===== src/rtl/tga_rle_pkg.sv =====
`default_nettype none
package tga_rle_pkg;

  localparam int unsigned MAX_DIMENSION = 16384;

  localparam int unsigned DIM_W   = 15;
  localparam int unsigned TOTAL_W = 29;
  localparam int unsigned BPP_W   = 3;
  localparam int unsigned CNT_W   = 8;
  localparam int unsigned PIX_W   = 32;
  localparam int unsigned IDX_W   = 2;

  // configuration register indexes
  localparam logic [IDX_W-1:0] REG_BPP    = 2'd0;
  localparam logic [IDX_W-1:0] REG_WIDTH  = 2'd1;
  localparam logic [IDX_W-1:0] REG_HEIGHT = 2'd2;

  localparam logic [BPP_W-1:0] BPP_MIN = 3'd2;
  localparam logic [BPP_W-1:0] BPP_MAX = 3'd4;

  typedef logic [DIM_W-1:0]   dim_t;
  typedef logic [TOTAL_W-1:0] total_t;

  function automatic dim_t clamp_dim(input dim_t v);
    dim_t r;
    r = v;
    if (v == '0) begin
      r = DIM_W'(1);
    end else if (v > DIM_W'(MAX_DIMENSION)) begin
      r = DIM_W'(MAX_DIMENSION);
    end
    return r;
  endfunction

endpackage
`default_nettype wire


===== src/rtl/tga_rle_packet_decoder.sv =====
`default_nettype none
// TGA run-length packet decoder. Takes one compressed stream byte per item
// on in_stream_byte: a header (bit 7 = repeat, bits 6:0 = count minus one)
// followed by 2, 3 or 4 little-endian pixel bytes per pixel. A raw packet
// yields one result per pixel with repeat count 1; a repeat packet yields one
// result carrying the pixel and its run, clamped to the pixels left in the
// image. The result that completes width*height pixels has image_done set,
// after which the next byte is read as a header. One byte is taken per clock
// cycle; the whole decode step sits between the state registers and the
// output register, and input stalls only while a finished result is held
// by out_stall, or in the cycle after a configuration write while the
// registered width*height product settles. Headers and partial pixel bytes
// produce no result. cfg_ready is always high.
module tga_rle_packet_decoder import tga_rle_pkg::*; (
  input  wire logic                clk,
  input  wire logic                rst_n,
  input  wire logic                cfg_valid,
  output logic                     cfg_ready,
  input  wire logic [IDX_W-1:0]    cfg_index,
  input  wire logic [DIM_W-1:0]    cfg_data,
  input  wire logic                in_valid,
  output logic                     in_stall,
  input  wire logic [7:0]          in_stream_byte,
  output logic                     out_valid,
  input  wire logic                out_stall,
  output logic [PIX_W-1:0]         out_pixel_value,
  output logic [CNT_W-1:0]         out_repeat_count,
  output logic                     out_image_done
);

  logic [BPP_W-1:0] bpp_r;
  dim_t             width_r;
  dim_t             height_r;
  total_t           total_r;
  logic             cfg_hold_r;

  logic             hdr_r, hdr_nxt;
  logic             rep_r, rep_nxt;
  logic [CNT_W-1:0] left_r, left_nxt;
  logic [1:0]       pos_r, pos_nxt;
  logic [PIX_W-1:0] asm_r, asm_nxt;
  total_t           dec_r, dec_nxt;

  logic             out_valid_r;
  logic [PIX_W-1:0] out_pix_r;
  logic [CNT_W-1:0] out_cnt_r;
  logic             out_done_r;

  logic             accept;
  logic             cfg_wr;
  logic             emit;
  logic [CNT_W-1:0] emit_cnt;
  logic             emit_done;
  logic [BPP_W-1:0] eff_bpp;
  logic [CNT_W-1:0] hdr_cnt;
  total_t           remaining;
  total_t           sum;
  logic [PIX_W-1:0] asm_or;
  logic [1:0]       pos_inc;

  assign cfg_ready = 1'b1;
  assign cfg_wr    = cfg_valid && cfg_ready;
  assign in_stall  = cfg_hold_r || (out_valid_r && out_stall);
  assign accept    = in_valid && !in_stall;

  always_ff @(posedge clk) begin
    if (!rst_n) begin
      bpp_r      <= 3'd3;
      width_r    <= DIM_W'(1);
      height_r   <= DIM_W'(1);
      cfg_hold_r <= 1'b0;
    end else begin
      cfg_hold_r <= cfg_wr;
      if (cfg_wr) begin
        case (cfg_index)
          REG_BPP:    bpp_r    <= cfg_data[BPP_W-1:0];
          REG_WIDTH:  width_r  <= cfg_data;
          REG_HEIGHT: height_r <= cfg_data;
          default: ;
        endcase
      end
    end
  end

  // product registered; the cycle after a write is covered by cfg_hold_r
  always_ff @(posedge clk) begin
    if (!rst_n) begin
      total_r <= TOTAL_W'(1);
    end else begin
      total_r <= TOTAL_W'(clamp_dim(width_r)) * TOTAL_W'(clamp_dim(height_r));
    end
  end

  always_comb begin
    eff_bpp = bpp_r;
    if (bpp_r < BPP_MIN) begin
      eff_bpp = BPP_MIN;
    end else if (bpp_r > BPP_MAX) begin
      eff_bpp = BPP_MAX;
    end
  end

  always_comb begin
    hdr_nxt   = hdr_r;
    rep_nxt   = rep_r;
    left_nxt  = left_r;
    pos_nxt   = pos_r;
    asm_nxt   = asm_r;
    dec_nxt   = dec_r;
    emit      = 1'b0;
    emit_cnt  = CNT_W'(1);
    emit_done = 1'b0;
    hdr_cnt   = {1'b0, in_stream_byte[6:0]} + CNT_W'(1);
    remaining = (dec_r < total_r) ? (total_r - dec_r) : TOTAL_W'(1);
    asm_or    = asm_r | (PIX_W'(in_stream_byte) << {pos_r, 3'b000});
    pos_inc   = pos_r + 2'd1;
    sum       = '0;

    if (hdr_r) begin
      if (TOTAL_W'(hdr_cnt) > remaining) begin
        hdr_cnt = remaining[CNT_W-1:0];
      end
      rep_nxt  = in_stream_byte[7];
      left_nxt = hdr_cnt;
      pos_nxt  = 2'd0;
      asm_nxt  = '0;
      hdr_nxt  = 1'b0;
    end else if (pos_inc != 2'd0 && {1'b0, pos_inc} < eff_bpp) begin
      // pixel still incomplete
      asm_nxt = asm_or;
      pos_nxt = pos_inc;
    end else begin
      emit = 1'b1;
      if (rep_r) begin
        emit_cnt = left_r;
        left_nxt = '0;
      end else begin
        emit_cnt = CNT_W'(1);
        left_nxt = (left_r != '0) ? left_r - CNT_W'(1) : '0;
      end
      sum       = dec_r + TOTAL_W'(emit_cnt);
      emit_done = sum >= total_r;
      dec_nxt   = emit_done ? '0 : sum;
      if (emit_done) begin
        left_nxt = '0;
      end
      asm_nxt = '0;
      pos_nxt = 2'd0;
      hdr_nxt = (left_nxt == '0);
    end
  end

  always_ff @(posedge clk) begin
    if (!rst_n) begin
      hdr_r  <= 1'b1;
      rep_r  <= 1'b0;
      left_r <= '0;
      pos_r  <= 2'd0;
      asm_r  <= '0;
      dec_r  <= '0;
    end else if (accept) begin
      hdr_r  <= hdr_nxt;
      rep_r  <= rep_nxt;
      left_r <= left_nxt;
      pos_r  <= pos_nxt;
      asm_r  <= asm_nxt;
      dec_r  <= dec_nxt;
    end
  end

  always_ff @(posedge clk) begin
    if (!rst_n) begin
      out_valid_r <= 1'b0;
    end else if (accept && emit) begin
      out_valid_r <= 1'b1;
    end else if (!out_stall) begin
      out_valid_r <= 1'b0;
    end
  end

  always_ff @(posedge clk) begin
    if (accept && emit) begin
      out_pix_r  <= asm_or;
      out_cnt_r  <= emit_cnt;
      out_done_r <= emit_done;
    end
  end

  assign out_valid        = out_valid_r;
  assign out_pixel_value  = out_pix_r;
  assign out_repeat_count = out_cnt_r;
  assign out_image_done   = out_done_r;

endmodule
`default_nettype wire


===== config.mk =====
export PLATFORM = sky130hd
export DESIGN_NAME = tga_rle_packet_decoder
export DESIGN_NICKNAME = d
export VERILOG_FILES = /design/src/rtl/tga_rle_pkg.sv /design/src/rtl/tga_rle_packet_decoder.sv
export SDC_FILE = /design/constraint.sdc
export NUM_CORES = 1
export LEC_CHECK = 0
export ABC_AREA = 1
export ABC_CLOCK_PERIOD_IN_PS = 15300
export BUFFER_PORTS_ARGS = -buffer_cell sky130_fd_sc_hd__buf_2
export CAP_MARGIN = 20
export CORE_ASPECT_RATIO = 0.75
export CORE_MARGIN = 3
export CORE_UTILIZATION = 45
export CTS_BUF_LIST = sky130_fd_sc_hd__clkbuf_8
export DETAILED_ROUTE_END_ITERATION = 12
export PLACE_DENSITY = 0.59
export SYNTH_ARGS = -nofsm -noshare
export SYNTH_HDL_FRONTEND = slang
export SYNTH_SLANG_ARGS = --single-unit

===== constraint.sdc =====
create_clock -name clk -period 15.3 [get_ports clk]
set_input_delay 3.825 -clock clk [delete_from_list [all_inputs] [get_ports clk]]
set_output_delay 3.825 -clock clk [all_outputs]
set_load 0.05 [all_outputs]

==> results.md <==
- Final worst setup slack: just over 7 ns
- Post-layout min period: about 8.1 ns
- Chip height: 181 um
- Crit path max-delay cell type: buf_2
- Final Max Tran Viols: 0
- Detail Route Antenna Nets: 0
- Routed wire per std cell: approximately 18 um
- Initial Util: 0.459
- Clock Skews: 0.0294 ns
- Syn_nets: between 2000 and 3000
- Clock-pin slew on the worst setup and hold paths: approximately 0.11 ns
- Yosys reg bits: approximately 180
- Startpoint types: input port
- Hold Crit Class: register to register
- Outcome: finished, final reports clean
- Util after Layout: 0.494
- First-pass DRT Iterations: 5
- Cell Pwr Density: approximately 81 nW/um^2
- Final Power: approximately 1.6 mW
- Cells after Synth: roughly 2500
- Layout cells sized above 1: 0.0672
- CTS Buf Count: 17
- Register area: roughly 4000 um^2
- Hold path start: bpp_r[0]
- DRC: 0
- Max_slew headroom: 0.257
- Synth warn: 0
- Antenna violations before repair: 0
- CTS tree: yes
- Vias: approximately 16000
- Post-CTS setup buffer count: 0
- Unrepaired setup endpoints after global routing: false
- Worst-margin pin slew: between 1 and 1.5 ns
- Hold buffers post-CTS: 0
- Final Cycle Share: 0.531
- Vias in the first global route: around 16000
- Reg2reg start: width_r[8]
- First-pass GRT wire length: 86.7 mm
- Worst Hold Depth: 2
- Synth async-reset ratio: 0
- Max-cap check violation count: 0
- Max Clk Rate: 123 MHz
- EDFF count, synth: slightly above 40
- Total negative slack: 0 ns
- Root buffer cell: clkbuf_8
- P_leak: 9.94 nW
- Crit path DAT: 4.29 ns
- Area of the multi-input gates: between 10000 and 15000 um^2
- Row cnt: 63
- Worst path depth: 4
- Syn Area/Cell: roughly 7.3 um^2
- H-tree Lvls: 4
- Pre-CTS WS: about 7.2 ns
- Full die area: between 40000 and 50000 um^2
- Drt via density: roughly 5.3
- Total gr overflow: 0
- Post-Route WL: 54.4 mm
- CTS max path bufs: 2
- Filler cells: just over 4000
- I/O Buffers: between 70 and 80
- Main flop type after synthesis: dfxtp_1
- Total track usage: 0.257
- Setup violators final: 0
- Data required, critical path: approximately 11 ns
- Clk sink count: about 180
- Critical path type: input port to output port
- Pin count of the biggest net entering global routing: 75
- # IOs: between 70 and 80
- Final #Nets: 2912
- Area of the mapped netlist: between 15000 and 20000 um^2
- Worst Setup SP: out_stall
- Critical path's largest stage delay: 0.25 ns
- Crit path buf inv count: 2
- CP cell instances: buf_2 > nand2_1 > nand2_1 > buf_2
- Crit path capture type: output port
- Core Area: between 30000 and 40000 um^2
- Die W: roughly 240 um
- Post-cts gate resize count: 0
- Post-synth cell types: 52
- Later-pin clock latency in the skew report: ~0.51 ns
- CP top delay family: buffers and inverters
- Final GP Congestion: 0.948
- Post-synthesis sequential area ratio: 0.217
- P&R area growth vs syn: 7.57%
- Final hold viol count: 0
- Critical path peak fanout: 3
- DRT iter0 DRCs: about 1300
- Hpwl dp: 43.7 mm
- Worst r2r path cells: 30
- Peak VDD IR: roughly 0.000067 V
-- logic make-up after synthesis --
logic type | count (synthesis) | share of synthesized area
other | 1 | 0.000205
buffers and inverters | 541 | 0.112
AOI/OAI and AO/OA | 348 | 0.110
and+or+nand+nor | 1040 | 0.239
adders and majority gates | 337 | 0.299
xor gates and xnor gates | 46 | 0.0220
DFF | 178 | 0.217
-- power breakdown --
part	switching (mW)	leakage, nW	internal, mW
Sequential	0.0174	1.50	0.499
Combinational	0.500	8.21	0.222
Clock	0.231	0.219	0.133
-- worst min-delay path: stages, from the launching register on --
cell and delay [ns]:
dfxtp_1 0.35, nand2_1 0.05, nand3_1 0.06
-- through the flow --
| stage | instance area, um^2 | std cells | hold slack, ns |
|---|---|---|---|
| after floorplan | 18300 | 2491 | 0.430 |
| after global placement | 19200 | 3043 | 0.448 |
| after global routing | 19700 | 3078 | 0.500 |
| after CTS | 19600 | 3076 | 0.486 |
| after detailed placement | 19200 | 3044 | 0.448 |
| final | 19700 | 3079 | 0.481 |
-- final timing paths --
check	slack, ns	to
max	7.18	in_stall
min	0.48	bpp_r[0]
max reg2reg	7.72	total_r[26]
min reg2reg	0.48	bpp_r[0]
-- cell usage in the layout, fill, tap and decap left out, types with 7 or more instances in the layout --
| cell type | instances |
|---|---|
| nand2_1 | 514 |
| inv_1 | 476 |
| nor2_1 | 303 |
| ha_1 | 169 |
| fa_1 | 168 |
| dfxtp_1 | 137 |
| a21oi_1 | 130 |
| o21ai_0 | 119 |
| nand3_1 | 109 |
| buf_2 | 72 |
| edfxtp_1 | 41 |
| xor2_1 | 39 |
| o21bai_1 | 37 |
| nand4_1 | 31 |
| nor3_1 | 26 |
| clkbuf_8 | 17 |
| nand2_2 | 13 |
| clkinv_1 | 11 |
| a21oi_2 | 11 |
| a22oi_1 | 11 |
| buf_4 | 10 |
| and2_1 | 8 |
| a41oi_1 | 8 |
| xnor2_1 | 7 |
| o21a_1 | 7 |
-- synth_stat cells (4+ instances only) --
cell type  count  area, um^2
o21ai_1        4        20.0
a22oi_1       11        82.6
nand3b_1       4        30.0
o21a_1         7        52.6
o21ai_0      119         596
a41oi_1        8        70.1
nor2_2         5        31.3
nor2_4         5        56.3
xor2_1        39         342
nand2_1      514        1930
clkbuf_1      45         169
clkinv_1      11        41.3
a21oi_1      130         651
o211ai_1       5        37.5
nor3_1        26         130
dfxtp_1      137        2740
fa_1         168        3360
edfxtp_1      41        1230
a21o_1         4        30.0
nor2_1       305        1140
xnor2_1        7        61.3
a31oi_1        4        25.0
o21bai_1      37         278
inv_1        476        1790
or2_2          4        25.0
nand2_2       13        81.3
nand4_1       31         194
nand3_1      109         546
a21oi_2       11        96.3
nor4_1         5        31.3
ha_1         169        2110
and2_1         8        50.1
-- sequential cells by signal (all words and copies together), names as in the netlist --
| name | count |
|---|---|
| asm_r | 32 |
| out_pixel_value | 32 |
| dec_r | 29 |
| total_r | 29 |
| height_r | 15 |
| width_r | 15 |
| left_r | 8 |
| out_repeat_count | 8 |
| bpp_r | 3 |
| pos_r | 2 |
| cfg_hold_r | 1 |
| hdr_r | 1 |
| out_image_done | 1 |
| out_valid | 1 |
| rep_r | 1 |
-- area by class of cell --
cell class,count,area share
antenna,1,0.000127
clock buffer,17,0.0119
clock inverter,15,0.0110
inverter,491,0.0938
multi-input combinational,1772,0.624
sequential,178,0.202
tap,520,0.0331
timing repair buffer,85,0.0240
-- layer usage --
layer / share of wire / track usage
met5: 0 / 0
met4: 0.0082 / 0.0346
met3: 0.098 / 0.0823
met2: 0.39 / 0.349
met1: 0.51 / 0.403
Power figures use the tool's default switching activity.
